**src/design/rtu_gap_pkg.sv**
```systemverilog
// ----------------------------------------------------------------------------
// rtu_gap_pkg
// Shared types and constants of the RTU frame gap detector.
// ----------------------------------------------------------------------------
package rtu_gap_pkg;

  // Receive buffer depth; the store saturates at this many bytes
  localparam int unsigned BUF_DEPTH = 256;

  // Fixed field widths
  localparam int unsigned CMD_W  = 3;
  localparam int unsigned BYTE_W = 8;
  localparam int unsigned TICK_W = 16;
  localparam int unsigned LEN_W  = 9;
  localparam int unsigned IDX_W  = 8;
  localparam int unsigned CFG_W  = 2;

  // Configuration register indexes
  localparam logic [CFG_W-1:0] REG_SHORT_GAP = 2'd0;
  localparam logic [CFG_W-1:0] REG_EXTRA_GAP = 2'd1;

  // Input beat commands
  typedef enum logic [CMD_W-1:0] {
    CMD_RX_BYTE  = 3'd0,
    CMD_TICK     = 3'd1,
    CMD_ARM      = 3'd2,
    CMD_DISARM   = 3'd3,
    CMD_TX_START = 3'd4
  } cmd_e;

  // Events from the gap timer for the beat being processed
  typedef struct packed {
    logic char_gap;    // 1.5 character silence reached
    logic frame_end;   // 3.5 character silence reached
    logic in_window;   // timer sits between 1.5 and 3.5 characters
  } tmr_evt_t;

  // One result beat
  typedef struct packed {
    logic              store_valid;
    logic [IDX_W-1:0]  store_index;
    logic [BYTE_W-1:0] store_byte;
    logic              char_gap_event;
    logic              frame_end_event;
    logic              frame_error_event;
    logic              overflow_flag;
    logic [LEN_W-1:0]  frame_length;
  } res_t;

endpackage

```
**src/design/rtu_gap_timer.sv**
```systemverilog
// ----------------------------------------------------------------------------
// rtu_gap_timer
// Silence timer: restarts on every received byte, flags the 1.5 and 3.5
// character gaps on tick beats, stops on frame end or transmit start.
// ----------------------------------------------------------------------------
module rtu_gap_timer
  import rtu_gap_pkg::*;
(
  input  logic              clk_i,
  input  logic              rst_ni,
  input  logic              step_i,        // beat in the work stage moves on
  input  cmd_e              cmd_i,
  input  logic [TICK_W-1:0] short_gap_i,
  input  logic [TICK_W-1:0] extra_gap_i,
  output tmr_evt_t          evt_o
);

  logic              gap_phase_q, gap_phase_d;
  logic              running_q, running_d;
  logic [TICK_W-1:0] tick_count_q, tick_count_d;
  logic [TICK_W-1:0] compare_q, compare_d;
  logic [TICK_W-1:0] count_inc;
  logic              match;

  // Count wraps at 2^16, so a zero compare matches on wrap
  assign count_inc = tick_count_q + TICK_W'(1);
  assign match     = (count_inc == compare_q);

  // Next state and events
  always_comb begin
    gap_phase_d     = gap_phase_q;
    running_d       = running_q;
    tick_count_d    = tick_count_q;
    compare_d       = compare_q;
    evt_o.char_gap  = 1'b0;
    evt_o.frame_end = 1'b0;
    evt_o.in_window = gap_phase_q;
    case (cmd_i)
      CMD_RX_BYTE: begin
        tick_count_d = '0;
        compare_d    = short_gap_i;
        gap_phase_d  = 1'b0;
        running_d    = 1'b1;
      end
      CMD_TICK: begin
        if (running_q) begin
          if (match) begin
            tick_count_d = '0;
            if (!gap_phase_q) begin
              gap_phase_d    = 1'b1;
              compare_d      = extra_gap_i;
              evt_o.char_gap = 1'b1;
            end else begin
              gap_phase_d     = 1'b0;
              running_d       = 1'b0;
              evt_o.frame_end = 1'b1;
            end
          end else begin
            tick_count_d = count_inc;
          end
        end
      end
      CMD_TX_START: begin
        gap_phase_d = 1'b0;
        running_d   = 1'b0;
      end
      default: begin
      end
    endcase
  end

  // State registers, updated only when a beat is processed
  always_ff @(posedge clk_i or negedge rst_ni) begin
    if (!rst_ni) begin
      gap_phase_q  <= 1'b0;
      running_q    <= 1'b0;
      tick_count_q <= '0;
      compare_q    <= 16'd1718;
    end else if (step_i) begin
      gap_phase_q  <= gap_phase_d;
      running_q    <= running_d;
      tick_count_q <= tick_count_d;
      compare_q    <= compare_d;
    end
  end

endmodule

```
**src/design/rtu_frame_gap_detector_top.sv**
```systemverilog
// ----------------------------------------------------------------------------
// rtu_frame_gap_detector_top
// Receive-side RTU frame timing with receive buffer indexing.
// ----------------------------------------------------------------------------
// Every input beat (byte, tick, arm, disarm, transmit start) yields exactly one
// result beat. The block takes one beat per clock cycle as long as results are
// drained; each beat passes through one input stage register and one result
// register, with all the timer and buffer-index logic between them. Output
// stall backs up through the result register into the input stage, which then
// raises in_stall_o. Writes to the two gap registers take effect at the next
// byte (short gap) or the next 1.5 character match (extra gap); write them only
// while the block is idle.
// ----------------------------------------------------------------------------
module rtu_frame_gap_detector_top
  import rtu_gap_pkg::*;
(
  input  logic              clk_i,
  input  logic              rst_ni,
  // configuration
  input  logic              cfg_we_i,
  input  logic [CFG_W-1:0]  cfg_idx_i,
  input  logic [TICK_W-1:0] cfg_data_i,
  // input channel
  input  logic              in_valid_i,
  output logic              in_stall_o,
  input  logic [CMD_W-1:0]  command_i,
  input  logic [BYTE_W-1:0] rx_data_i,
  input  logic              framing_err_i,
  input  logic              parity_err_i,
  input  logic              overrun_err_i,
  // output channel
  output logic              out_valid_o,
  input  logic              out_stall_i,
  output logic              store_valid_o,
  output logic [IDX_W-1:0]  store_index_o,
  output logic [BYTE_W-1:0] store_byte_o,
  output logic              char_gap_event_o,
  output logic              frame_end_event_o,
  output logic              frame_error_event_o,
  output logic              overflow_flag_o,
  output logic [LEN_W-1:0]  frame_length_o
);

  logic [TICK_W-1:0] short_gap_q, extra_gap_q;
  logic              in_vld_q;
  logic [CMD_W-1:0]  cmd_q;
  logic [BYTE_W-1:0] data_q;
  logic              line_err_q;
  logic              out_vld_q;
  res_t              res_q, res_d;
  logic              rx_armed_q, rx_armed_d;
  logic [LEN_W-1:0]  rx_len_q, rx_len_d;
  logic              out_free, advance, in_accept;
  cmd_e              cmd;
  tmr_evt_t          tmr_evt;

  // Configuration registers
  always_ff @(posedge clk_i or negedge rst_ni) begin
    if (!rst_ni) begin
      short_gap_q <= 16'd1718;
      extra_gap_q <= 16'd2290;
    end else if (cfg_we_i) begin
      case (cfg_idx_i)
        REG_SHORT_GAP: short_gap_q <= cfg_data_i;
        REG_EXTRA_GAP: extra_gap_q <= cfg_data_i;
        default: begin
        end
      endcase
    end
  end

  // Handshake: result slot frees when empty or being taken
  assign out_free   = !out_vld_q || !out_stall_i;
  assign advance    = in_vld_q && out_free;
  assign in_stall_o = in_vld_q && !out_free;
  assign in_accept  = in_valid_i && !in_stall_o;

  // Input stage
  always_ff @(posedge clk_i or negedge rst_ni) begin
    if (!rst_ni) begin
      in_vld_q <= 1'b0;
    end else if (in_accept) begin
      in_vld_q <= 1'b1;
    end else if (advance) begin
      in_vld_q <= 1'b0;
    end
  end

  always_ff @(posedge clk_i) begin
    if (in_accept) begin
      cmd_q      <= command_i;
      data_q     <= rx_data_i;
      line_err_q <= framing_err_i | parity_err_i | overrun_err_i;
    end
  end

  assign cmd = cmd_e'(cmd_q);

  // Gap timer
  rtu_gap_timer u_timer (
    .clk_i       (clk_i),
    .rst_ni      (rst_ni),
    .step_i      (advance),
    .cmd_i       (cmd),
    .short_gap_i (short_gap_q),
    .extra_gap_i (extra_gap_q),
    .evt_o       (tmr_evt)
  );

  // Reception control and result assembly
  always_comb begin
    rx_armed_d              = rx_armed_q;
    rx_len_d                = rx_len_q;
    res_d                   = '0;
    res_d.char_gap_event    = tmr_evt.char_gap;
    res_d.frame_end_event   = tmr_evt.frame_end;
    case (cmd)
      CMD_RX_BYTE: begin
        if (line_err_q) begin
          res_d.frame_error_event = 1'b1;
        end else begin
          if (rx_armed_q) begin
            if (rx_len_q < LEN_W'(BUF_DEPTH)) begin
              res_d.store_valid = 1'b1;
              res_d.store_index = rx_len_q[IDX_W-1:0];
              res_d.store_byte  = data_q;
              rx_len_d          = rx_len_q + LEN_W'(1);
            end else begin
              res_d.overflow_flag = 1'b1;
            end
          end
          res_d.frame_error_event = tmr_evt.in_window;
        end
      end
      CMD_ARM: begin
        rx_armed_d = 1'b1;
        rx_len_d   = '0;
      end
      CMD_DISARM: begin
        rx_armed_d = 1'b0;
      end
      default: begin
      end
    endcase
    res_d.frame_length = rx_len_d;
  end

  always_ff @(posedge clk_i or negedge rst_ni) begin
    if (!rst_ni) begin
      rx_armed_q <= 1'b0;
      rx_len_q   <= '0;
    end else if (advance) begin
      rx_armed_q <= rx_armed_d;
      rx_len_q   <= rx_len_d;
    end
  end

  // Result register
  always_ff @(posedge clk_i or negedge rst_ni) begin
    if (!rst_ni) begin
      out_vld_q <= 1'b0;
    end else begin
      out_vld_q <= advance || (out_vld_q && out_stall_i);
    end
  end

  always_ff @(posedge clk_i) begin
    if (advance) begin
      res_q <= res_d;
    end
  end

  assign out_valid_o         = out_vld_q;
  assign store_valid_o       = res_q.store_valid;
  assign store_index_o       = res_q.store_index;
  assign store_byte_o        = res_q.store_byte;
  assign char_gap_event_o    = res_q.char_gap_event;
  assign frame_end_event_o   = res_q.frame_end_event;
  assign frame_error_event_o = res_q.frame_error_event;
  assign overflow_flag_o     = res_q.overflow_flag;
  assign frame_length_o      = res_q.frame_length;

  // Checks
  a_len_bound: assert property (@(posedge clk_i) disable iff (!rst_ni)
    out_vld_q |-> (res_q.frame_length <= LEN_W'(BUF_DEPTH)))
    else $error("frame length beyond buffer depth");

  a_store_xor_ovf: assert property (@(posedge clk_i) disable iff (!rst_ni)
    out_vld_q |-> !(res_q.store_valid && res_q.overflow_flag))
    else $error("byte both stored and dropped");

  a_gap_events: assert property (@(posedge clk_i) disable iff (!rst_ni)
    out_vld_q |-> !(res_q.char_gap_event && res_q.frame_end_event))
    else $error("both gap events in one beat");

  a_store_index: assert property (@(posedge clk_i) disable iff (!rst_ni)
    (out_vld_q && res_q.store_valid) |->
      (res_q.frame_length == ({1'b0, res_q.store_index} + LEN_W'(1))))
    else $error("store index does not track frame length");

  a_stall_full: assert property (@(posedge clk_i) disable iff (!rst_ni)
    in_stall_o |-> (in_vld_q && out_vld_q && out_stall_i))
    else $error("input stalled with room in the pipeline");

endmodule
```
**config.mk**
```make
export PLATFORM = sky130hd
export DESIGN_NAME = rtu_frame_gap_detector_top
export DESIGN_NICKNAME = d
export VERILOG_FILES = /design/src/design/rtu_gap_pkg.sv /design/src/design/rtu_gap_timer.sv /design/src/design/rtu_frame_gap_detector_top.sv
export SDC_FILE = /design/constraint.sdc
export NUM_CORES = 1
export LEC_CHECK = 0
export BUFFER_PORTS_ARGS = -buffer_cell sky130_fd_sc_hd__clkbuf_2
export CAP_MARGIN = 10
export CORE_ASPECT_RATIO = 0.7
export CORE_MARGIN = 3
export CORE_UTILIZATION = 63
export CTS_CLUSTER_SIZE = 24
export DETAILED_ROUTE_END_ITERATION = 8
export PLACE_DENSITY = 0.94
export SETUP_SLACK_MARGIN = 0.02
export SLEW_MARGIN = 20
export SYNTH_ARGS = -nofsm -noshare
export SYNTH_HDL_FRONTEND = slang
export SYNTH_SLANG_ARGS = --single-unit
```
**constraint.sdc**
```tcl
create_clock -name clk_i -period 6.8 [get_ports clk_i]
set_input_delay 0.68 -clock clk_i [delete_from_list [all_inputs] [get_ports clk_i]]
set_output_delay 0.68 -clock clk_i [all_outputs]
set_load 0.03 [all_outputs]
```
==> results of run 1 <==
[critical path, stage by stage, from the launching register on]
cell and delay (ns):
dfrtp_1 0.44, ha_1 0.35, nand2_1 0.24, or3_1 0.44, a221oi_2 0.28, nand4_1 0.16
or4_4 0.53, a2111o_1 0.81, mux2_4 0.45
[sequential cells by signal, summed over array words and instances, names as in the netlist, 8 cells and up]
signal / flops
u_timer.tick_count_q: 16
u_timer.compare_q: 16
extra_gap_q: 16
frame_length_o: 9
short_gap_q: 16
store_index_o: 8
data_q: 8
rx_len_q: 9
store_byte_o: 8
[cell families after synthesis]
family	share of synthesized area, %
AOI/OAI and AO/OA	8.06
and+or+nand+nor	18.9
DFF	55.2
adders and majority gates	0.426
xor gates and xnor gates	3.28
muxes	10.8
buffers and inverters	3.31
[stage by stage]
stage / setup slack [ns] / utilization (%)
floorplan: 3.54 / -
global placement: 3.16 / 71.3
detailed placement: 3.05 / 71.3
CTS: 2.98 / 78.2
global route: 2.80 / 78.2
finish: 2.98 / 78.2
[worst paths after layout]
path,start,to,slack (ns),cells after the start
max in group asynchronous,rst_ni,rx_len_q[4],5.67,2
max,u_timer.tick_count_q[0],u_timer.compare_q[15],2.98,8
min in group asynchronous,rst_ni,extra_gap_q[9],0.50,2
max reg2reg,u_timer.tick_count_q[0],u_timer.compare_q[15],2.98,8
min,rx_data_i[7],data_q[7],0.43,1
min reg2reg,in_vld_q,out_valid_o,0.51,1
[Yosys cell counts, drive strengths merged, types with 5 or more instances]
cell,n
mux2,48
edfxtp,42
xnor2,15
o31ai,6
nor2,11
or4,5
nand3,21
clkbuf,20
nor3,7
nand4,11
o21ai,22
or3,10
nand2,95
inv,9
xor2,7
mux2i,6
and3,6
a31oi,9
a21oi,5
and2,21
buf,11
dfrtp,58
dfstp,20
nor4,7
[layout make-up]
cell class | count | share of cell area [%]
clock inverters | 10 | 1.68
multi-input cells | 359 | 35.7
well taps | 120 | 2.19
repair buffers | 73 | 5.52
inverters | 9 | 0.493
flip-flops and latches | 120 | 47.3
clock buffers | 22 | 7.09
[where the power goes]
group / internal, uW / switching (uW)
Clock: 581 / 325
Combinational: 190 / 216
Sequential: 889 / 121
[metal layers]
| layer | global-route usage (%) | routed length [um] | share of wire [%] |
|---|---|---|---|
| met5 | 0 | 0 | 0 |
| met4 | 11.4 | 262 | 1.9 |
| met3 | 8.09 | 1470 | 11 |
| met2 | 42.3 | 6430 | 47 |
| met1 | 37.0 | 5470 | 40 |
==> flow_summary.json, run 1 <==
{
  "status": "completed",
  "cts_tree": "done",
  "place_area_sq_um": 6250,
  "grtUsageTotal_pct": 27.5,
  "total_power_uw": 2320,
  "finalHoldViolations": 0,
  "yosysSeqAreaShare_pct": 55.2,
  "place_inst": 681,
  "grt_overflow_total": 0,
  "cts_setup_buffers": 0,
  "cts_buffers": 17,
  "finalWorstPathRequiredPeriod_ns": 3.82,
  "cts_hold_buffers": 0,
  "clock_path_buffers": 2,
  "clock-sinks": 120,
  "ir_drop_mv": 0.360,
  "drtIter0Drc": 441,
  "core-area_sq_um": 8760,
  "drive_gt1_share_pct": 30.7,
  "grt_pass1_vias": 4387,
  "endpoint_kind": "flip-flop",
  "ys_warn_count": 0,
  "powerDensity_nw_per_um2": 339,
  "timing.hold.ws_ns": 0.431,
  "numPortBuffers": 68,
  "cts.htree.levels": 4,
  "multi_input_area_sq_um": 2450,
  "hold_path.class": "input pin to flip-flop",
  "drc": 0,
  "p_leak_uw": 0.00289,
  "setup_tns_ns": 0,
  "drt_first_pass_iters": 8,
  "finalClockSkew_ns": 0.00859,
  "critPathLaunchType": "flip-flop",
  "syn_area_sq_um": 5870,
  "grt_pass1_wl_mm": 22.2,
  "synth_cell_types": 62,
  "io_pins": 69,
  "layout_commonest_cell": "nand2_1",
  "worst_pin_slew_ns": 0.981,
  "worstPathRequired_ns": 7.10,
  "wl_per_cell_um": 19.1,
  "ys_ff_latch": 120,
  "rsz0062_at_grt": "false",
  "rows": 28,
  "seq_area_sq_um": 3240,
  "fin_area_sq_um": 6850,
  "mostFrequentLayoutCells": "nand2_1, clkbuf_2, dfrtp_1",
  "postSynthCellCount": 519,
  "die_h_um": 86.7,
  "synth_edf_count": 42,
  "hpwl_mm": 8.57,
  "slew_violations": 0,
  "final_nets": 619,
  "antenna_found_initial": 0,
  "synth_top_cell_by_area": "dfrtp_1",
  "num-fill-cells": 513,
  "drt-total-wl_mm": 13.6,
  "cap_violations": 0,
  "die_w_um": 121,
  "synth_nets": 558,
  "finalSetupViolCount": 0,
  "path_class": "flip-flop to flip-flop",
  "synth_top_area_share_pct": 24.7,
  "path_clk_slew_ns": 0.06,
  "yosys_most_used_dff": "dfrtp_1",
  "clock.fmax_mhz": 262,
  "clock_latency_ns": 0.42,
  "crit_fanout": 16,
  "period_share_pct": 56.1,
  "cts_root_buf": "clkbuf_16",
  "relSlewSlack_pct": 34.6,
  "synth_area_leaders": "dfrtp_1, edfxtp_1, dfstp_2",
  "gp_congestion": 0.851,
  "num_antenna_cells": 0,
  "async_flop_share_pct": 65.0,
  "route.vias.total": 4440,
  "initial_core_util_pct": 67.0,
  "syn_to_final_growth_pct": 16.7,
  "viasPerCell": 6.23,
  "ant_nets": 0,
  "die-area_sq_um": 10500,
  "grt_max_degree": 79,
  "cts_resized": 0,
  "postSynthAreaPerCell_sq_um": 11.3,
  "worstPathArrival_ns": 4.12,
  "finalNonFillerCells": 713
}
(Power assumes the default switching activity.)
==> run 2: changes to the inputs <==
CORE_UTILIZATION = 53   (was 63)
PLACE_DENSITY = 0.85   (was 0.94)
clock period = 3.4 ns   (was 6.8 ns; I/O delays follow)
==> run 2 against run 1 <==
- clock-buffer cell count down 2
- register-to-register slack lost 2.8 ns
- sequential share of layout area down 1.4 points
- non-clock buffer count increased by 17
- clock skew grew 0.00050 ns
- clock power rose by 96%
- maximum frequency increased by 17%
- sequential cell count did not move
- hold slack lost 0.33 ns
- routed wire length decreased by 4.3%
- core utilization down 11 points
- worst setup slack got worse by 2.8 ns
==> flow_summary.json, run 2 (same netlist as run 1, synthesis figures left out) <==
{
  "num-fill-cells": 774,
  "finalSetupViolCount": 0,
  "die-area_sq_um": 12400,
  "rows": 31,
  "mostFrequentLayoutCells": "nand2_1, clkbuf_2, dfrtp_1",
  "layout_commonest_cell": "nand2_1",
  "clock_latency_ns": 0.41,
  "total_power_uw": 4620,
  "slowest_delay_ns": 0.56,
  "finalClockSkew_ns": 0.00909,
  "num_antenna_cells": 0,
  "worstPathArrival_ns": 3.54,
  "ir_drop_mv": 0.433,
  "pwr-share-seq_pct": 43.3,
  "p_leak_uw": 0.00299,
  "hold_path.class": "input pin to flip-flop",
  "utilization_pct": 66.9,
  "antenna_found_initial": 0,
  "cp_cell_sequence": "ha_1 -> buf_4 -> xor2_1 -> o211ai_1 -> a21oi_1 -> or3_1 -> or4_4 -> a2111o_1 -> buf_12 -> mux2_4",
  "initial_core_util_pct": 55.6,
  "combPwrFrac_pct": 18.2,
  "grt_pass1_vias": 4342,
  "core-area_sq_um": 10600,
  "viasPerCell": 5.79,
  "drive_gt1_share_pct": 33.1,
  "path_class": "flip-flop to flip-flop",
  "crit_fanout": 16,
  "clkPwrFrac_pct": 38.5,
  "critPathLaunchType": "flip-flop",
  "wl_per_cell_um": 17.2,
  "clock.fmax_mhz": 308,
  "timing.hold.ws_ns": 0.104,
  "cap_violations": 0,
  "grt_overflow_total": 0,
  "powerDensity_nw_per_um2": 655,
  "seq_area_sq_um": 3240,
  "critPathSlowestCell": "or4_4",
  "slew_violations": 0,
  "io_pins": 69,
  "path_clk_slew_ns": 0.05,
  "die_w_um": 132,
  "p_int_uw": 3340,
  "path_buf_inv": 2,
  "worstPathRequired_ns": 3.69,
  "clock-sinks": 120,
  "cts_root_buf": "clkbuf_16",
  "period_share_pct": 95.6,
  "grtUsageTotal_pct": 22.2,
  "place_area_sq_um": 6380,
  "hpwl_mm": 8.84,
  "finalHoldViolations": 0,
  "drt_first_pass_iters": 5,
  "cts.htree.levels": 4,
  "drt-total-wl_mm": 13.0,
  "rsz0062_at_grt": "false",
  "die_h_um": 94.0,
  "p_switching_uw": 1290,
  "cts_tree": "done",
  "drc": 0,
  "drtIter0Drc": 354,
  "cts_buffers": 17,
  "crit_family": "simple AND/OR/NAND/NOR gates",
  "p_sw_share_pct": 27.8,
  "grt_max_degree": 48,
  "setup_tns_ns": 0,
  "multi_input_area_sq_um": 2470,
  "final_nets": 636,
  "ant_nets": 0,
  "finalWorstPathRequiredPeriod_ns": 3.25,
  "clock_path_buffers": 2,
  "gp_congestion": 0.861,
  "relSlewSlack_pct": 41.5,
  "worst_pin_slew_ns": 0.875,
  "syn_to_final_growth_pct": 20.4,
  "fin_area_sq_um": 7060,
  "numPortBuffers": 68,
  "endpoint_kind": "flip-flop",
  "status": "completed",
  "grt_pass1_wl_mm": 21.7,
  "route.vias.total": 4389
}
[run 2: cell types whose count changed in the layout (fill, tap and decap cells not counted), moves of 2 or more]
cell and delta:
buf_12 +3, buf_4 +13, clkbuf_8 -2, dfrtp_1 -4
dfrtp_2 +4
[run 2: path summary, 6_finish.rpt]
check | from | slack, ns | to | depth (start not counted)
max | u_timer.tick_count_q[1] | 0.15 | u_timer.compare_q[12] | 10
min | rx_data_i[1] | 0.10 | data_q[1] | 1
max reg2reg | u_timer.tick_count_q[1] | 0.15 | u_timer.compare_q[12] | 10
min reg2reg | in_vld_q | 0.50 | out_valid_o | 1
max in group asynchronous | rst_ni | 2.22 | u_timer.tick_count_q[14] | 4
min in group asynchronous | rst_ni | 0.35 | extra_gap_q[0] | 2
[run 2: worst reg2reg max path: cells and delay by family (launching register included)]
kind	cells	cell delay [ns]
buffers and inverters	2	0.35
multiplexers	1	0.30
AO/OA/AOI/OAI	3	0.71
adder cells (fa/ha/maj)	1	0.24
AND/OR/NAND/NOR	2	0.91
XOR/XNOR	1	0.18
flip-flops	1	0.44
[run 2: cell type report]
cell class,count,share of cell area (%)
Sequential cell,120,45.9
Multi-Input combinational cell,359,35.0
Inverter,9,0.478
Clock buffer,20,6.18
Clock inverter,12,2.13
Timing Repair Buffer,90,7.72
Tap cell,148,2.62
[run 2: power groups by stage]
| stage | Sequential (uW) | Clock (uW) | Combinational, uW |
|---|---|---|---|
| after CTS | 2000 | 1800 | 819 |
| final | 2000 | 1780 | 840 |
| after detailed placement | 2020 | 0 | 812 |
| after floorplan | 1980 | 0 | 586 |
| after global routing | 2040 | 1870 | 915 |
| after global placement | 2000 | 0 | 787 |
[run 2: routing by layer]
metal | track usage [%] | wire, um
met4 | 7.52 | 165
met5 | 0 | 0
met3 | 5.89 | 957
met1 | 30.7 | 5850
met2 | 34.4 | 6080
[run 2: per-stage QoR]
step                setup slack (ns)  instances
finish                         0.151        758
global route                  0.0385        758
CTS                           0.0808        753
detailed placement            0.0495        721
global placement               0.176        721
floorplan                      0.138        519
[run 2: timing repair]
item                                    4_1_cts  5_1_grt
endpoints found under the hold margin         0        5
hold buffers                                  0        1
resized for setup                             1        7
buffers inserted                              0        3
pin swaps                                     0        2
endpoints found under the setup margin        3       15
==> run 3: changes to the inputs <==
ABC_AREA = 1   (was not set)
CORE_UTILIZATION = 30   (was 53)
PLACE_DENSITY = 0.57   (was 0.85)
==> run 3 against run 2 <==
- the run now ends with negative hold slack left
- clock power grew 7%
- final cell count grew 37%
- highest routed layer unchanged
- worst setup slack gained 0.71 ns
- register-to-register slack gained 0.71 ns
- hold slack lost 0.13 ns
- first-iteration DRC count grew 7.1%
- critical path type unchanged
- via count grew 3.5%
- sequential share of layout area shrank 0.45 points
- power grew 0.84%
- routed wire length shrank 2.8%
==> flow_summary.json, run 3 <==
{
  "core-area_sq_um": 19000,
  "combPwrFrac_pct": 17.2,
  "synth.most_common_cell": "nand2_1",
  "drtIter0Drc": 379,
  "ant_nets": 0,
  "cts_root_buf": "clkbuf_16",
  "num_antenna_cells": 0,
  "synth_top_cell_by_area": "dfrtp_1",
  "cts_setup_buffers": 0,
  "clock-sinks": 120,
  "syn_area_sq_um": 5840,
  "async_flop_share_pct": 65.0,
  "clock.fmax_mhz": 393,
  "slew_violations": 0,
  "drt-total-wl_mm": 12.7,
  "route.vias.total": 4542,
  "die_w_um": 173,
  "finalWorstPathRequiredPeriod_ns": 2.54,
  "synth_edf_count": 42,
  "setup_tns_ns": 0,
  "timing.hold.ws_ns": -0.0249,
  "p_leak_uw": 0.00331,
  "synth_nets": 728,
  "r2r_cells": 10,
  "finalSetupViolCount": 0,
  "violations": "negative hold slack",
  "cap_violations": 0,
  "rsz0062_at_grt": "false",
  "ys_ff_latch": 120,
  "drc": 0,
  "postSynthCellCount": 689,
  "cts.htree.levels": 4,
  "die_h_um": 123,
  "grt_pass1_wl_mm": 21.7,
  "rows": 42,
  "path_class": "flip-flop to flip-flop",
  "synth_top_area_share_pct": 24.9,
  "path_clk_slew_ns": 0.06,
  "mostFrequentLayoutCells": "nand2_1, inv_1, clkbuf_2",
  "crit_fanout": 21,
  "grt_pass1_vias": 4304,
  "grt_overflow_total": 0,
  "synth_commonest_cells": "nand2_1, inv_1, dfrtp_1",
  "numPortBuffers": 68,
  "worstPathArrival_ns": 2.69,
  "finalHoldViolations": 13,
  "pwr-share-seq_pct": 41.8,
  "ir_drop_mv": 0.345,
  "cts_buffers": 17,
  "layout_commonest_cell": "nand2_1",
  "yosys_most_used_dff": "dfrtp_1",
  "finalClockSkew_ns": 0.00977,
  "synth_area_leaders": "dfrtp_1, edfxtp_1, nand2_1",
  "p_int_uw": 3310,
  "grt_max_degree": 79,
  "postSynthAreaPerCell_sq_um": 8.47,
  "gp_congestion": 0.801,
  "period_share_pct": 74.7,
  "wl_per_cell_um": 12.2,
  "final_nets": 802,
  "drive_gt1_share_pct": 21.4,
  "initial_core_util_pct": 30.8,
  "clock_path_buffers": 2,
  "hold_path.class": "input pin to async pin",
  "clkPwrFrac_pct": 40.9,
  "drt_first_pass_iters": 5,
  "critPathLaunchType": "flip-flop",
  "worst_pin_slew_ns": 0.944,
  "syn_to_final_growth_pct": 22.0,
  "cts_hold_buffers": 0,
  "viasPerCell": 4.37,
  "die-area_sq_um": 21200,
  "grtUsageTotal_pct": 12.6,
  "io_pins": 69,
  "endpoint_kind": "flip-flop",
  "utilization_pct": 37.5,
  "yosysSeqAreaShare_pct": 55.5,
  "status": "finished, violations left",
  "p_switching_uw": 1350,
  "cts_tree": "done",
  "synth_cell_types": 36,
  "hpwl_mm": 8.79,
  "ys_warn_count": 0,
  "powerDensity_nw_per_um2": 655,
  "worstPathRequired_ns": 3.55,
  "cts_resized": 0,
  "p_sw_share_pct": 29.0,
  "antenna_found_initial": 0,
  "clock_latency_ns": 0.40,
  "relSlewSlack_pct": 36.9
}
==> run 3: cell count changes after synthesis, moves of 9 or more <==
cell,delta
a31oi_1,-9
and2_1,-21
inv_1,+78
mux2_2,-36
mux2_4,-9
nand2_1,+126
nand3_1,+27
nor2_1,+34
o21ai_0,+35
o22ai_1,+11
or3_1,-9
xnor2_1,-15
==> run 3: cells by family after synthesis <==
| kind of cell | synth area share (%) |
|---|---|
| simple gates | 28.7 |
| xor+xnor | 0.150 |
| flops | 55.5 |
| fa+ha+maj | 0.429 |
| compound gates | 7.72 |
| buf+inv | 7.57 |
==> run 3: layout make-up <==
type	instances	area [sq um]
Clock buffer	24	536
Clock inverter	8	104
Fill cell	1940	11800
Inverter	94	353
Multi-Input combinational cell	456	2160
Sequential cell	120	3240
Tap cell	264	330
Timing Repair Buffer	74	399
==> run 3: critical path: stages (launching register included) <==
cell and delay (ns):
edfxtp_1 0.41, nor2_1 0.18, inv_1 0.08, nor2_1 0.11
inv_2 0.11, nor2_1 0.19, inv_1 0.35, nor4_1 0.47
nand2_1 0.11, o21ai_0 0.22, inv_1 0.06
==> run 3: worst paths after layout <==
path                                            start                        to  slack, ns
min in group clk_i                       command_i[2]                    cmd[2]       0.12
worst max-delay path                           cmd[0]         frame_length_o[6]       0.86
worst min-delay path                           rst_ni           extra_gap_q[12]      -0.02
worst min register to register  u_timer.compare_q[10]     u_timer.compare_q[10]       0.48
max in group asynchronous                      rst_ni  u_timer.tick_count_q[13]       2.91
worst max register to register                 cmd[0]         frame_length_o[6]       0.86
==> run 3: stage by stage <==
stage | cells | area (sq um) | hold WS (ns) | setup WS, ns | power [uW]
after floorplan | 689 | 5840 | 0.0444 | 0.896 | 2530
after global placement | 1007 | 6460 | 0.461 | 0.863 | 2770
after detailed placement | 1007 | 6460 | 0.468 | 0.853 | 2780
after CTS | 1039 | 7100 | 0.0979 | 0.838 | 4710
after global routing | 1040 | 7120 | 0.0116 | 0.433 | 4930
final | 1040 | 7120 | -0.0249 | 0.859 | 4660
==> run 3: per-layer routing <==
layer	global-route usage [%]	share of wire [%]	vias to the layer above
met3	3.34	4.4	6
met4	3.64	0.54	0
li1	-	-	2368
met2	17.5	41	87
met5	0	0	-
met1	19.0	54	2081
==> run 3: power by group through the flow <==
stage / Combinational, uW / Sequential, uW / Clock [uW]
finish: 803 / 1950 / 1910
global route: 939 / 1980 / 2010
CTS: 811 / 1950 / 1950
detailed placement: 807 / 1980 / 0
global placement: 802 / 1970 / 0
floorplan: 534 / 2000 / 0
